--- src/rtl/core/mprc_pkg.sv ---
// ----------------------------------------------------------------------------
// mprc_pkg
// Shared types and constants of the memory protection region checker.
// ----------------------------------------------------------------------------
`default_nettype none

package mprc_pkg;

  localparam int MAX_REGIONS = 32;
  localparam int ADDR_W      = 20;
  localparam int LIMIT_W     = 21;
  localparam int DATA_W      = 16;
  localparam int NREG_W      = 6;
  localparam int RIDX_W      = 8;
  localparam int FAULT_W     = 5;
  localparam int CFG_IDX_W   = 3;
  localparam int CFG_DATA_W  = 21;
  localparam int QUEUE_DEPTH = 2;

  typedef enum logic [1:0] {
    REQ_WORD_WRITE = 2'd0,
    REQ_BYTE_WRITE = 2'd1,
    REQ_LOCK       = 2'd2,
    REQ_UNLOCK     = 2'd3
  } mprc_req_type_e;

  typedef enum logic [1:0] {
    ERR_OK        = 2'd0,
    ERR_DISABLED  = 2'd1,
    ERR_BAD_INDEX = 2'd2
  } mprc_req_err_e;

  typedef enum logic [CFG_IDX_W-1:0] {
    CFG_ENABLED      = 3'd0,
    CFG_REGION_BASE  = 3'd1,
    CFG_REGION_LIMIT = 3'd2,
    CFG_NUM_REGIONS  = 3'd3,
    CFG_CODE_BASE    = 3'd4,
    CFG_CODE_LIMIT   = 3'd5
  } mprc_cfg_idx_e;

  typedef enum logic [2:0] {
    BK_IDLE,
    BK_SIZE,
    BK_RANGE,
    BK_BLOCK,
    BK_DONE
  } mprc_back_state_e;

  typedef struct packed {
    logic               enabled;
    logic [ADDR_W-1:0]  region_base;
    logic [LIMIT_W-1:0] region_limit;
    logic [NREG_W-1:0]  eff_regions;
    logic [ADDR_W-1:0]  code_base;
    logic [LIMIT_W-1:0] code_limit;
  } mprc_cfg_t;

  typedef struct packed {
    logic flush_size;
    logic clear_locks;
  } mprc_cfg_evt_t;

  typedef struct packed {
    logic              is_write;
    logic              is_byte;
    logic [ADDR_W-1:0] address;
    logic [DATA_W-1:0] data;
    logic              code_write;
    logic              check;
    logic [ADDR_W-1:0] offset;
    mprc_req_err_e     req_error;
    logic              lock_do;
    logic              lock_set;
    logic [RIDX_W-1:0] lock_index;
  } mprc_item_t;

  typedef struct packed {
    logic               valid;
    mprc_item_t         item;
  } mprc_queue_out_t;

  typedef struct packed {
    logic               fwd_valid;
    logic               fwd_is_byte;
    logic [ADDR_W-1:0]  fwd_address;
    logic [DATA_W-1:0]  fwd_data;
    logic               fault;
    logic [FAULT_W-1:0] fault_region;
    logic               code_write;
    mprc_req_err_e      req_error;
  } mprc_result_t;

endpackage

`default_nettype wire

--- src/rtl/core/mprc_back.sv ---
// ----------------------------------------------------------------------------
// mprc_back
// Region lookup by iterative division, lock bits and the result register.
// ----------------------------------------------------------------------------
`default_nettype none

module mprc_back import mprc_pkg::*; #(
  parameter int MaxRegions = MAX_REGIONS
) (
  input  wire                    clk_i,
  input  wire                    rst_ni,
  input  wire mprc_cfg_t         cfg_i,
  input  wire mprc_cfg_evt_t     cfg_evt_i,
  input  wire mprc_queue_out_t   head_i,
  output logic                   pop_o,
  output logic                   out_valid_o,
  input  wire                    out_ready_i,
  output mprc_result_t           result_o
);

  localparam int RW = (MaxRegions > 1) ? $clog2(MaxRegions) : 1;
  localparam int DW = ADDR_W + RW;
  localparam int CW = 5;

  mprc_back_state_e    state_q, state_d;
  mprc_item_t          item_q, item_d;
  logic [LIMIT_W-1:0]  sdiv_q, sdiv_d;
  logic [NREG_W-1:0]   srem_q, srem_d;
  logic [LIMIT_W-1:0]  bsize_q, bsize_d;
  logic                bsize_ok_q, bsize_ok_d;
  logic [ADDR_W-1:0]   rem_q, rem_d;
  logic [DW-1:0]       dsh_q, dsh_d;
  logic [RW-1:0]       quot_q, quot_d;
  logic [CW-1:0]       cnt_q, cnt_d;
  logic                blk_ok_q, blk_ok_d;
  logic                out_valid_q;
  mprc_result_t        result_q;
  logic [MaxRegions-1:0] locked_q;

  logic                res_load;
  logic [NREG_W:0]     t_size;
  logic                size_ge;
  logic                blk_ge;
  logic                over;
  logic                hit;
  mprc_result_t        result_d;

  always_comb begin
    state_d    = state_q;
    item_d     = item_q;
    sdiv_d     = sdiv_q;
    srem_d     = srem_q;
    bsize_d    = bsize_q;
    bsize_ok_d = bsize_ok_q;
    rem_d      = rem_q;
    dsh_d      = dsh_q;
    quot_d     = quot_q;
    cnt_d      = cnt_q;
    blk_ok_d   = blk_ok_q;
    pop_o      = 1'b0;
    res_load   = 1'b0;

    t_size  = {srem_q, sdiv_q[LIMIT_W-1]};
    size_ge = (t_size >= {1'b0, cfg_i.eff_regions});
    blk_ge  = (DW'(rem_q) >= dsh_q);
    over    = (bsize_q == '0) ||
              ((LIMIT_W+RW)'(item_q.offset) >= {bsize_q, {RW{1'b0}}});

    unique case (state_q)
      BK_IDLE: begin
        if (head_i.valid) begin
          pop_o    = 1'b1;
          item_d   = head_i.item;
          blk_ok_d = 1'b0;
          if (!head_i.item.check) begin
            state_d = BK_DONE;
          end else if (bsize_ok_q) begin
            state_d = BK_RANGE;
          end else begin
            sdiv_d  = cfg_i.region_limit - {1'b0, cfg_i.region_base};
            srem_d  = '0;
            cnt_d   = CW'(LIMIT_W - 1);
            state_d = BK_SIZE;
          end
        end
      end
      BK_SIZE: begin
        srem_d = size_ge ? NREG_W'(t_size - {1'b0, cfg_i.eff_regions})
                         : t_size[NREG_W-1:0];
        sdiv_d = {sdiv_q[LIMIT_W-2:0], size_ge};
        cnt_d  = cnt_q - 1'b1;
        if (cnt_q == '0) begin
          bsize_d    = sdiv_d;
          bsize_ok_d = 1'b1;
          state_d    = BK_RANGE;
        end
      end
      BK_RANGE: begin
        rem_d    = item_q.offset;
        dsh_d    = DW'(bsize_q) << (RW - 1);
        quot_d   = '0;
        cnt_d    = CW'(RW - 1);
        blk_ok_d = !over;
        state_d  = over ? BK_DONE : BK_BLOCK;
      end
      BK_BLOCK: begin
        if (blk_ge) begin
          rem_d = rem_q - ADDR_W'(dsh_q);
        end
        quot_d = (quot_q << 1) | RW'(blk_ge);
        dsh_d  = dsh_q >> 1;
        cnt_d  = cnt_q - 1'b1;
        if (cnt_q == '0) begin
          state_d = BK_DONE;
        end
      end
      BK_DONE: begin
        if (!out_valid_q || out_ready_i) begin
          res_load = 1'b1;
          state_d  = BK_IDLE;
        end
      end
      default: begin
        state_d = BK_IDLE;
      end
    endcase

    if (cfg_evt_i.flush_size) begin
      bsize_ok_d = 1'b0;
    end
  end

  // region hit from the quotient of the block divider
  assign hit = item_q.check && blk_ok_q &&
               (9'(quot_q) < 9'(cfg_i.eff_regions)) && locked_q[quot_q];

  always_comb begin
    result_d              = '0;
    result_d.fwd_valid    = item_q.is_write;
    result_d.fwd_is_byte  = item_q.is_byte;
    result_d.fwd_address  = item_q.address;
    result_d.fwd_data     = item_q.data;
    result_d.code_write   = item_q.code_write;
    result_d.req_error    = item_q.req_error;
    result_d.fault        = hit;
    result_d.fault_region = hit ? FAULT_W'(quot_q) : '0;
  end

  always_ff @(posedge clk_i or negedge rst_ni) begin
    if (!rst_ni) begin
      state_q     <= BK_IDLE;
      bsize_ok_q  <= 1'b0;
      out_valid_q <= 1'b0;
    end else begin
      state_q    <= state_d;
      bsize_ok_q <= bsize_ok_d;
      if (res_load) begin
        out_valid_q <= 1'b1;
      end else if (out_ready_i) begin
        out_valid_q <= 1'b0;
      end
    end
  end

  always_ff @(posedge clk_i) begin
    item_q   <= item_d;
    sdiv_q   <= sdiv_d;
    srem_q   <= srem_d;
    bsize_q  <= bsize_d;
    rem_q    <= rem_d;
    dsh_q    <= dsh_d;
    quot_q   <= quot_d;
    cnt_q    <= cnt_d;
    blk_ok_q <= blk_ok_d;
    if (res_load) begin
      result_q <= result_d;
    end
  end

  always_ff @(posedge clk_i or negedge rst_ni) begin
    if (!rst_ni) begin
      locked_q <= '0;
    end else if (cfg_evt_i.clear_locks) begin
      locked_q <= '0;
    end else if (res_load && item_q.lock_do) begin
      locked_q[item_q.lock_index[RW-1:0]] <= item_q.lock_set;
    end
  end

  assign out_valid_o = out_valid_q;
  assign result_o    = result_q;

endmodule

`default_nettype wire

--- config.mk ---
export PLATFORM = sky130hd
export DESIGN_NAME = mprc_back
export DESIGN_NICKNAME = d
export VERILOG_FILES = /design/src/rtl/core/mprc_pkg.sv /design/src/rtl/core/mprc_back.sv
export SDC_FILE = /design/constraint.sdc
export NUM_CORES = 1
export LEC_CHECK = 0
export ABC_AREA = 1
export BUFFER_PORTS_ARGS = -buffer_cell sky130_fd_sc_hd__buf_2
export CAP_MARGIN = 10
export CORE_ASPECT_RATIO = 0.75
export CORE_MARGIN = 3
export CORE_UTILIZATION = 25
export CTS_BUF_LIST = sky130_fd_sc_hd__clkbuf_4 sky130_fd_sc_hd__clkbuf_8
export DETAILED_ROUTE_END_ITERATION = 16
export GPL_TIMING_DRIVEN = 0
export PLACE_DENSITY = 0.45
export SYNTH_ARGS = -nofsm -noshare
export SYNTH_HDL_FRONTEND = slang
export SYNTH_SLANG_ARGS = --single-unit
--- constraint.sdc ---
create_clock -name clk_i -period 7.9 [get_ports clk_i]
set_clock_uncertainty 0.1 [all_clocks]
set_input_delay 0 -clock clk_i [delete_from_list [all_inputs] [get_ports clk_i]]
set_output_delay 0 -clock clk_i [all_outputs]
set_load 0.005 [all_outputs]
=== Word level (Yosys, flattened, before mapping) ===
Index checks and enable logic that the tools add are counted.
W data, S select, Z words.

* Bits in registers: 257
* Bits in latches: 0
* Bits in writable memories: 0
* ROM bits: 0
* Input bits: 167
* Output and inout bits: 49
* Word-level logic and storage cells: 126
* Memories kept: 0

* Add/subtract/negate cells: 4
* $mul: 0
* Div/mod/pow operators: 0
* Order comparisons: 7
* Equality and inequality tests: 11
* Shift operators: 0
* Mux-type cells: 43
* Bitwise logic cells: 1
* Reduce and logical (&&, ||, !) cells: 29

{| class="wikitable"
|+ Operators with widths
! cell !! number
|-
| $mux W32 || 2
|-
| $mux W21 || 3
|-
| $pmux W25 S2 || 1
|-
| $pmux W21 S2 || 1
|-
| $pmux W20 S2 || 1
|-
| $bwmux W32 || 1
|-
| $ge A20 B26 Y1 || 1
|-
| $ge A20 B25 Y1 || 1
|-
| $mux W6 || 4
|-
| $logic_not A21 Y1 || 1
|-
| $sub A21 B20 Y21 || 1
|-
| $mux W20 || 1
|-
| $sub A20 B20 Y20 || 1
|-
| $mux W3 || 6
|-
| $mux W5 || 3
|-
| $pmux W3 S5 || 1
|-
| $pmux W5 S3 || 1
|-
| $ne A2 B2 Y1 const B || 7
|-
| $reduce_bool A2 Y1 || 7
|-
| $lt A5 B6 Y1 const B || 2
|-
| $mux W1 || 12
|-
| $pmux W6 S2 || 1
|-
| $reduce_and A4 Y1 || 3
|-
| $pmux W5 S2 || 1
|-
| 21 further kinds || 32
|}

=== Logic depth before layout (Yosys ltp) ===
Gate-level depths: netlist (run 1).

* Depth in word-level cells: 7
* Depth in mapped cells: 16

=== Worst setup path after synthesis (run 1) ===
OpenSTA, ideal clock, no wires.

* Path kind: flip-flop to flip-flop
* From: reg state_q[1]
* To: reg item_q[0] in the netlist's numbering, enable pin
* Setup time: 0.499 ns
* Arrival time: 3.727 ns
* Required time: 7.301 ns
* Slack: 3.574 ns
* Cell stages (with the launch flop): 6
* Buffers on the path: 0
* Period minus slack after synthesis: 4.326 ns
* Cell sequence: dfrtp_1 > nor2_4 > inv_1 > nor2_1 > inv_1 > nor2_1

* Longest elaborated chain between the ends: 2

{| class="wikitable"
|+ RTL lines
! item !! RTL line !! source
|-
| start, declared || mprc_back.sv:25 || <nowiki>mprc_back_state_e state_q, state_d;</nowiki>
|-
| start signal, assigned || mprc_back.sv:155 || <nowiki>state_q <= state_d;</nowiki>
|-
| $logic_not A3 Y1 || mprc_back.sv:69 || <nowiki>unique case (state_q)</nowiki>
|-
| $reduce_and A2 Y1 (no line) || n/a ||
|-
| end signal, assigned || mprc_back.sv:166 || <nowiki>item_q <= item_d;</nowiki>
|-
| end, declared || mprc_back.sv:26 || <nowiki>mprc_item_t item_q, item_d;</nowiki>
|}

No other way between the ends.
A chain may end at the register's enable or synchronous reset.

=== Worst setup path in the final report (run 1) ===
* From: reg dsh_q[15]
* To: reg rem_q[13], enable pin

* Longest elaborated chain between the ends: 3

{| class="wikitable"
|+ RTL lines
! item !! RTL line !! source
|-
| start, declared || mprc_back.sv:32 || <nowiki>logic [DW-1:0] dsh_q, dsh_d;</nowiki>
|-
| start signal, assigned || mprc_back.sv:171 || <nowiki>dsh_q <= dsh_d;</nowiki>
|-
| $ge A20 B25 Y1 || mprc_back.sv:65 || <nowiki>blk_ge = (DW'(rem_q) >= dsh_q);</nowiki>
|-
| $ne A2 B2 Y1 (no line) || n/a ||
|-
| $reduce_and A2 Y1 (no line) || n/a ||
|-
| end signal, assigned || mprc_back.sv:170 || <nowiki>rem_q <= rem_d;</nowiki>
|-
| end, declared || mprc_back.sv:31 || <nowiki>logic [ADDR_W-1:0] rem_q, rem_d;</nowiki>
|}

No other way between the ends.

==> results of run 1 <==
==> registers in the layout (all words and copies together), names as in the netlist <==
name / flops
item_q: 69
result_o: 47
locked_q: 32
dsh_q: 25
bsize_q: 21
sdiv_q: 21
rem_q: 20
srem_q: 6
cnt_q: 5
quot_q: 5
state_q: 3
blk_ok_q: 1
bsize_ok_q: 1
out_valid_o: 1
==> area by class of cell <==
cell class | instances | area share
multi-input combinational | 906 | 0.274
buffer | 29 | 0.0109
sequential | 257 | 0.434
antenna | 1 | 0.000144
inverter | 231 | 0.0500
clock buffer | 56 | 0.0405
tap | 703 | 0.0507
clock inverter | 26 | 0.0120
timing repair buffer | 302 | 0.127
==> kinds of logic after synthesis <==
family	count (synthesis)	synth area share
fa+ha+maj	69	0.0665
compound gates	245	0.0950
buf+inv	260	0.0793
simple gates	577	0.184
xor+xnor	15	0.00987
flops	257	0.566
==> path summary, 6_finish.rpt <==
check / slack [ns] / depth (start not counted) / start / end
setup reg to reg: 4.70 / 8 / dsh_q[15] / rem_q[13]
min in group clk_i: 0.04 / 2 / head_i[44] / item_q[44]
hold / removal: 0.03 / 2 / rst_ni / locked_q[14]
hold reg to reg: 0.32 / 0 / item_q[48] / result_o[23]
setup / recovery: 4.70 / 8 / dsh_q[15] / rem_q[13]
max in group asynchronous: 7.08 / 2 / rst_ni / state_q[1]
==> layout by cell type (no fill, tap or decap), types with 4 or more instances in the layout <==
cell type,instances
a21oi_1,77
a31oi_1,4
buf_2,176
buf_4,16
clkbuf_1,6
clkbuf_4,11
clkbuf_8,45
clkinv_1,9
clkinv_2,10
dfrtp_1,37
dlygate4sd3_1,125
edfxtp_1,220
ha_1,66
inv_1,228
nand2_1,308
nand2_2,11
nand3_1,76
nand3b_1,7
nand4_1,18
nor2_1,122
nor2_4,5
nor3_1,13
o21ai_0,119
o21ai_1,34
or2_0,5
xnor2_1,9
xor2_1,6
==> worst max-delay path, delay by kind of cell, from the launching register on <==
family | cells | cell delay [ns]
flops | 1 | 0.39
simple gates | 6 | 1.89
buf+inv | 1 | 0.07
fa+ha+maj | 1 | 0.35
==> metal layers <==
metal,global-route usage,vias to the layer above,share of wire
li1,-,5456,-
met1,0.190,5074,0.49
met2,0.204,240,0.44
met3,0.0223,64,0.044
met4,0.0354,0,0.022
met5,0,-,0
==> power groups by stage <==
stage / sequential (mW) / combinational, mW / clock, mW
finish: 2.10 / 1.71 / 1.25
global route: 2.14 / 1.94 / 1.37
CTS: 2.10 / 1.72 / 1.31
detailed placement: 2.13 / 1.65 / 0
global placement: 2.16 / 1.59 / 0
floorplan: 2.07 / 1.12 / 0
==> repair_timing <==
item / in CTS / in global routing
resized for setup: 0 / 0
hold buffers: 125 / 0
buffers inserted: 0 / 0
hold endpoints to repair: 187 / 0
==> impl_metrics.py, run 1 <==
metrics = {
    "status": {
        "status": "complete, no violations",
    },
    "cells_and_area": {
        "finish.instance_area_um2": 17300,
        "multi_input_area_um2": 4760,
        "num-fill-cells": 5503,
        "drive_gt1_frac": 0.168,
        "nets": 2007,
        "stdcell_count": 2511,
        "synthToLayoutAreaGrowth_pct": 30.3,
        "seqCellArea_um2": 7530,
        "utilization": 0.333,
    },
    "floorplan": {
        "ios": 216,
        "fp.dieW_um": 273,
        "die_y_um": 206,
        "core_area_um2": 52100,
        "num_rows": 72,
        "die_area_um2": 56100,
        "initial_core_util": 0.256,
    },
    "timing": {
        "hold_slack_ns": 0.0300,
        "setup_viol": 0,
        "rsz0062_at_grt": "no",
        "fin_tns_setup_ns": 0,
        "slew_violations": 0,
        "clock.fmax_ghz": 0.312,
        "hold_viol": 0,
        "period_needed_ns": 3.20,
        "finalCritPeriodShare": 0.406,
        "relSlewSlack": 0.282,
        "tightest_slew_ns": 1.07,
        "worst_slack_ns": 4.70,
    },
    "routing": {
        "firstDrtPassIters": 5,
        "post_drt_via_cell_ratio": 4.31,
        "num_vias": 10800,
        "initialDrtViolationCount": 659,
        "antenna_left": 0,
        "routedWlPerCell_um": 15.0,
        "routed_wl_um": 37700,
        "drc": 0,
    },
    "place": {
        "place_inst": 2303,
        "place_hpwl_um": 28100,
        "place_area_um2": 15200,
        "gp_congestion": 0.855,
        "place_ws_ns": 4.74,
        "port-buffer-count": 170,
    },
    "cts": {
        "clock-root-buffer": "clkbuf_8",
        "htreeDepth": 2,
        "cts_made_buffers": 44,
        "clock_sinks": 257,
        "clk-insertion-delay-late_ns": 0.57,
        "cts.path.max_buffers": 3,
        "cts_tree": "built",
        "clkTransAtPathRegs_ns": 0.06,
    },
    "setup_path": {
        "cp_slowest_stage_delay_ns": 0.80,
        "criticalPathCategory": "reg -> reg",
        "startpoint_type": "flip-flop",
        "crit_fanout": 20,
        "worstPathRequired_ns": 7.98,
        "cpMostUsedCell": "nand2_1",
        "critical_path.cell_chain": "inv_1, ha_1, nand2_1, nor4_1, nand4_1, nand3_1, nand2_1, nand2_1",
        "cp.arrival_ns": 3.28,
        "cp-end-kind": "flip-flop",
        "critPathSlowestCell": "nand2_1",
    },
    "synth": {
        "synth_seq_cells": 257,
        "synth_nets": 1659,
        "ys_async_sr_fraction": 0.144,
        "synth_cells": 1423,
        "synth_warnings": 0,
        "yosys-top-cells-count": "308 x nand2_1, 228 x inv_1, 220 x edfxtp_1, 126 x nor2_1, 119 x o21ai_0",
        "synth_ff_type": "edfxtp_1",
        "yosysTopAreaCell": "edfxtp_1",
        "synth_edf_count": 220,
        "synth_top_cell_area_share": 0.496,
        "yosysMostFrequentCell": "nand2_1",
        "avgSynthCellArea_um2": 9.36,
        "synthesis.area_um2": 13300,
        "yosysUniqueCellTypes": 40,
        "synthTopCellsByArea": "edfxtp_1 50%, nand2_1 8.7%, dfrtp_1 7.0%",
        "ys_seq_area_frac": 0.566,
    },
    "pwr": {
        "pwr-share-seq": 0.415,
        "clockPowerShare": 0.247,
        "power.switching_mw": 1.84,
        "p_int_mw": 3.22,
        "fin_total_pwr_mw": 5.06,
        "irDropWorstVdd_mv": 0.123,
        "swShare": 0.364,
        "power_frac_comb": 0.337,
        "leakage_nw": 7.71,
        "power_density_nw_per_um2": 292,
    },
    "global_routing": {
        "overflow": 0,
        "antenna_found_initial": 1,
        "grt_pass1_vias": 10800,
        "grt_max_degree": 38,
        "grt_pass1_wl_um": 58400,
        "grt_usage": 0.132,
    },
    "run": {
        "max_cap_viol_count": 0,
    },
    "hold_path": {
        "min_path_type": "in -> async",
    },
}
No activity file was read; power rests on OpenSTA's default activity.
==> inputs of run 2 (changes only) <==
--- a/config.mk
+++ b/config.mk
@@ -14,7 +14,7 @@
 export CTS_BUF_LIST = sky130_fd_sc_hd__clkbuf_4 sky130_fd_sc_hd__clkbuf_8
 export DETAILED_ROUTE_END_ITERATION = 16
 export GPL_TIMING_DRIVEN = 0
-export PLACE_DENSITY = 0.45
+export PLACE_DENSITY = 0.46
 export SYNTH_ARGS = -nofsm -noshare
 export SYNTH_HDL_FRONTEND = slang
 export SYNTH_SLANG_ARGS = --single-unit
==> constraint.sdc (replaced) <==
create_clock -name clk_i -period 2.65 [get_ports clk_i]
set_clock_uncertainty 0.1 [all_clocks]
set_input_delay 0 -clock clk_i [delete_from_list [all_inputs] [get_ports clk_i]]
set_output_delay 0 -clock clk_i [all_outputs]
set_load 0.005 [all_outputs]
==> run 2 against run 1 <==
  * Design area is 4.3% higher
  * Sequential cell count is the same
  * Final cell count rose by 2.8%
  * Largest cell class unchanged
  * Non-clock buffer count grew 66
  * Die area stayed put
  * Via count increased by 2.5%
  * Combinational power grew to 3.1 times the previous value
  * Worst setup slack worse by 4.5 ns
  * Hold slack gained 0.011 ns
  * Critical path depth is 2 higher
==> impl_metrics.py, run 2 (same netlist as run 1, synthesis figures left out) <==
metrics = {
    "cts": {
        "clock_sinks": 257,
        "cts_tree": "built",
        "clkTransAtPathRegs_ns": 0.06,
        "clock-root-buffer": "clkbuf_8",
        "htreeDepth": 2,
        "cts.path.max_buffers": 3,
        "clk-insertion-delay-late_ns": 0.61,
        "cts_made_buffers": 46,
    },
    "cells_and_area": {
        "nets": 2075,
        "synthToLayoutAreaGrowth_pct": 35.9,
        "largest_reg_flops": 69,
        "drive_gt1_frac": 0.170,
        "mostFrequentLayoutCells": "306 x nand2_1, 228 x inv_1, 220 x edfxtp_1",
        "final_common_cell": "nand2_1",
        "finish.instance_area_um2": 18100,
        "num-fill-cells": 5492,
        "max_flop_register": "item_q",
    },
    "routing": {
        "drc": 0,
        "num_vias": 11100,
        "routed_wl_um": 38900,
        "antenna_left": 0,
        "initialDrtViolationCount": 695,
        "post_drt_via_cell_ratio": 4.30,
        "routedWlPerCell_um": 15.1,
        "firstDrtPassIters": 6,
    },
    "setup_path": {
        "cp-startpoint": "dsh_q[8]",
        "criticalPathCategory": "reg -> reg",
        "reg2reg_depth": 10,
        "startpoint_type": "flip-flop",
        "worstPathRequired_ns": 2.83,
        "cp_slowest_stage_delay_ns": 0.40,
        "critPathSlowestCell": "edfxtp_1",
        "rrSetupSlack_ns": 0.23,
        "worstReg2RegStart": "dsh_q[8]",
        "crit_fanout": 20,
        "critical_path.cell_chain": "inv_1, ha_1, nand2_1, o21ai_0, inv_1, nand2_1, nand3_1, nand3_1, nand2_2, nand2_8",
        "cp.arrival_ns": 2.60,
        "r2r_end": "rem_q[19]",
        "endpoint": "rem_q[19]",
        "cp-end-kind": "flip-flop",
    },
    "pwr": {
        "leakage_nw": 8.04,
        "irDropWorstVdd_mv": 0.350,
        "power_density_nw_per_um2": 851,
    },
    "floorplan": {
        "die_y_um": 206,
        "initial_core_util": 0.256,
        "fp.dieW_um": 273,
        "die_area_um2": 56100,
        "ios": 216,
        "num_rows": 72,
        "core_area_um2": 52100,
    },
    "timing": {
        "clock.fmax_ghz": 0.414,
        "hold_viol": 0,
        "relSlewSlack": 0.399,
        "fin_tns_setup_ns": 0,
        "finalCritPeriodShare": 0.912,
        "rsz0062_at_grt": "no",
        "slew_violations": 0,
        "period_needed_ns": 2.42,
        "tightest_slew_ns": 0.895,
        "setup_viol": 0,
    },
    "hold_path": {
        "min_path_type": "in -> reg",
    },
    "global_routing": {
        "grt_pass1_wl_um": 60200,
        "antenna_found_initial": 0,
        "grt_max_degree": 38,
        "grt_pass1_vias": 10900,
        "overflow": 0,
        "grt_usage": 0.136,
    },
    "place": {
        "place_hpwl_um": 28200,
        "gp_congestion": 0.854,
        "port-buffer-count": 170,
        "place_area_um2": 15200,
    },
    "run": {
        "max_cap_viol_count": 0,
    },
    "status": {
        "status": "complete, no violations",
    },
}
-- run 2: through the flow --
stage          hold slack (ns)  worst slack (ns)  total power [mW]  instances   util
6_report                0.0413             0.234              15.4       2581  0.348
2_1_floorplan           -0.396            -0.250              9.50       1423      -
3_3_place_gp            0.0767             -1.13              11.1       2296  0.289
3_5_place_dp            0.0782            -0.586              11.3       2302  0.292
5_1_grt                 0.0310           0.00861              16.6       2580  0.348
4_1_cts               0.000744            0.0144              15.5       2570  0.346
-- run 2: final cells by class --
class,instances,area (µm²),share of cell area
repair buffers,368,2880,0.159
inverters,231,867,0.0479
flip-flops and latches,257,7530,0.416
diodes,1,2.50,0.000138
clock buffers,68,842,0.0465
plain buffers,29,189,0.0104
clock inverters,18,111,0.00615
multi-input cells,906,4800,0.265
well taps,703,880,0.0486
-- run 2: worst min path at each step --
stage	startpoint	to	slack [ns]	depth (start not counted)
6_report	cfg_i[82]	sdiv_q[14]	0.04	6
5_1_grt	head_i[17]	item_q[17]	0.03	2
4_1_cts	cfg_i[82]	sdiv_q[14]	0.0007	6
3_5_place_dp	head_i[48]	item_q[48]	0.08	1
3_3_place_gp	head_i[53]	item_q[53]	0.08	1
2_1_floorplan	rst_ni	bsize_ok_q	-0.40	0
-- run 2: timing repair --
item | 4_1_cts | 5_1_grt
hold buffers | 182 | 0
hold endpoints to repair | 191 | 0
pin swaps | 0 | 1
gates cloned | 0 | 0
resized for setup | 3 | 3
endpoints found under the setup margin | 20 | 21
setup buffers | 0 | 10
-- run 2: worst max-delay path, delay by kind of cell, from the launching register on --
family / cells / cell delay [ns]
AND/OR/NAND/NOR: 6 / 0.79
flip-flops: 1 / 0.40
adder cells (fa/ha/maj): 1 / 0.36
AO/OA/AOI/OAI: 1 / 0.29
buffers and inverters: 2 / 0.17
-- run 2: report_power, final --
group | total (mW) | switching [mW] | leakage, nW | internal, mW
registers | 6.24 | 0.467 | 2.56 | 5.77
clock network | 3.87 | 1.73 | 0.506 | 2.14
logic | 5.30 | 3.37 | 4.98 | 1.93
total | 15.4 | 5.57 | 8.04 | 9.84
-- run 2: layer usage --
layer	global-route usage	vias up	wire (µm)
met3	0.0244	58	2000
met1	0.203	5198	19800
met5	0	-	0
met2	0.198	254	16300
li1	-	5594	-
met4	0.0417	0	837
==> inputs of run 3 (changes only) <==
==> constraint.sdc (replaced) <==
create_clock -name clk_i -period 1.95 [get_ports clk_i]
set_clock_uncertainty 0.1 [all_clocks]
set_input_delay 0.39 -clock clk_i [delete_from_list [all_inputs] [get_ports clk_i]]
set_output_delay 0.39 -clock clk_i [all_outputs]
set_load 0.005 [all_outputs]
==> run 3 against run 2 <==
  * The flow now finishes with violations (negative setup slack)
  * Largest cell class unchanged
  * First-iteration DRC count increased by 14%
  * Sequential cell count stayed put
  * Via count grew 1.5%
  * Final cell count shrank 1.1%
  * Global-route usage grew 0.46 points
  * Critical endpoint is now quot_q[0]
  * Worst setup slack got worse by 0.45 ns
  * Clock power rose by 25%
  * Utilization is 1.4 points higher
==> impl_metrics.py, run 3 (same netlist as run 1, synthesis figures left out) <==
metrics = {
    "status": {
        "status": "complete, but fails checks",
        "violations": "negative setup slack",
    },
    "setup_path": {
        "reg2reg_depth": 11,
        "worstReg2RegStart": "dsh_q[10]",
        "cp-end-kind": "flip-flop",
        "criticalPathCategory": "reg -> reg",
        "startpoint_type": "flip-flop",
        "worstPathRequired_ns": 2.19,
        "rrSetupSlack_ns": -0.22,
        "cp.arrival_ns": 2.41,
        "r2r_end": "quot_q[0]",
        "crit_fanout": 5,
    },
    "run": {
        "max_cap_viol_count": 0,
    },
    "pwr": {
        "clockPowerShare": 0.201,
        "power.switching_mw": 9.14,
        "swShare": 0.379,
        "leakage_nw": 8.18,
        "irDropWorstVdd_mv": 0.457,
        "power_frac_comb": 0.444,
        "power_density_nw_per_um2": 1280,
        "pwr-share-seq": 0.355,
        "fin_total_pwr_mw": 24.2,
        "p_int_mw": 15.0,
    },
    "hold_path": {
        "min_from": "cfg_i[67]",
        "whs_path_depth": 5,
        "holdPathEnd": "sdiv_q[20]",
        "min_path_type": "in -> reg",
    },
    "place": {
        "place_ws_ns": -0.583,
        "gp_congestion": 0.882,
        "place_hpwl_um": 28100,
        "port-buffer-count": 170,
    },
    "timing": {
        "hold_viol": 0,
        "period_needed_ns": 2.17,
        "worst_slack_ns": -0.219,
        "clock.fmax_ghz": 0.461,
        "rsz0062_at_grt": "yes",
        "fin_tns_setup_ns": -6.08,
        "setup_viol": 43,
        "hold_slack_ns": 0.135,
        "tightest_slew_ns": 0.916,
        "finalCritPeriodShare": 1.11,
        "slew_violations": 0,
        "relSlewSlack": 0.389,
    },
    "cts": {
        "cts_made_buffers": 45,
        "htreeDepth": 2,
        "cts_tree": "built",
        "clock_sinks": 257,
        "clk-insertion-delay-late_ns": 0.58,
        "cts.path.max_buffers": 3,
        "clock-root-buffer": "clkbuf_8",
        "clkTransAtPathRegs_ns": 0.06,
    },
    "floorplan": {
        "core_area_um2": 52100,
        "initial_core_util": 0.256,
        "die_y_um": 206,
        "die_area_um2": 56100,
        "ios": 216,
        "fp.dieW_um": 273,
        "num_rows": 72,
    },
    "cells_and_area": {
        "max_flop_register": "item_q",
        "mostFrequentLayoutCells": "251 x nand2_1, 220 x edfxtp_1, 194 x inv_1",
        "drive_gt1_frac": 0.323,
        "synthToLayoutAreaGrowth_pct": 41.2,
        "final_common_cell": "nand2_1",
        "nets": 2053,
        "utilization": 0.361,
        "largest_reg_flops": 69,
    },
    "global_routing": {
        "grt_usage": 0.140,
        "overflow": 0,
        "antenna_found_initial": 2,
        "grt_pass1_vias": 11100,
        "grt_pass1_wl_um": 61800,
        "grt_max_degree": 38,
    },
    "routing": {
        "routedWlPerCell_um": 16.0,
        "firstDrtPassIters": 6,
        "antenna_left": 0,
        "post_drt_via_cell_ratio": 4.42,
        "num_vias": 11300,
        "initialDrtViolationCount": 794,
        "drc": 0,
        "routed_wl_um": 40900,
    },
}
[run 3: cell type report]
cell class / instances / area [µm²]
diodes: 1 / 2.50
plain buffers: 29 / 233
clock buffers: 57 / 716
clock inverters: 22 / 134
fillers: 5321 / 33300
inverters: 231 / 882
multi-input cells: 911 / 5890
flip-flops and latches: 257 / 7530
well taps: 703 / 880
repair buffers: 342 / 2540
[run 3: worst max-delay path by stage]
stage	slack (ns)	from	cells past startpoint	endpoint
after floorplan	-0.37	state_q[1]	5	item_q[0]
after global placement	-1.48	state_q[1]	6	pop_o
after detailed placement	-0.58	state_q[2]	4	rem_q[11]
after CTS	-0.24	state_q[1]	7	pop_o
after global routing	-0.31	dsh_q[10]	11	quot_q[0]
final	-0.22	dsh_q[10]	11	quot_q[0]
[run 3: power by group through the flow]
stage | registers [mW] | logic (mW) | clock network, mW
5_1_grt | 8.69 | 11.7 | 5.31
3_3_place_gp | 8.63 | 6.72 | 0
3_5_place_dp | 8.64 | 6.88 | 0
6_report | 8.57 | 10.7 | 4.85
4_1_cts | 8.56 | 9.29 | 5.06
2_1_floorplan | 8.36 | 4.74 | 0
[run 3: metrics by stage]
stage	cell area, µm²	cells
floorplan	13500	1423
global placement	15200	2296
detailed placement	15300	2300
CTS	18100	2511
global route	18800	2552
finish	18800	2553
[run 3: per-layer routing]
metal  track usage  part of all wire  vias to the layer above
li1              -                 -                     5570
met1         0.199              0.47                     5297
met2         0.218              0.45                      326
met3        0.0258             0.057                       79
met4        0.0414             0.023                        4
met5             0           0.00066                        -
[run 3: critical path, cell delays in order (launching register included)]
cell	delay, ns
edfxtp_1	0.42
inv_2	0.10
ha_4	0.23
a21oi_4	0.18
o21ai_2	0.08
nand2_1	0.09
nand3_2	0.09
a21oi_2	0.18
nand3_4	0.13
nand2_8	0.19
buf_6	0.12
inv_2	0.02
[run 3: repair_timing]
action                     CTS  global route
setup buffers               52            41
hold endpoints to repair   108             0
setup endpoints to repair  193           144
hold buffers                72             0
cloned                      10             2
resized for setup          168           118
pin swaps                   70            59
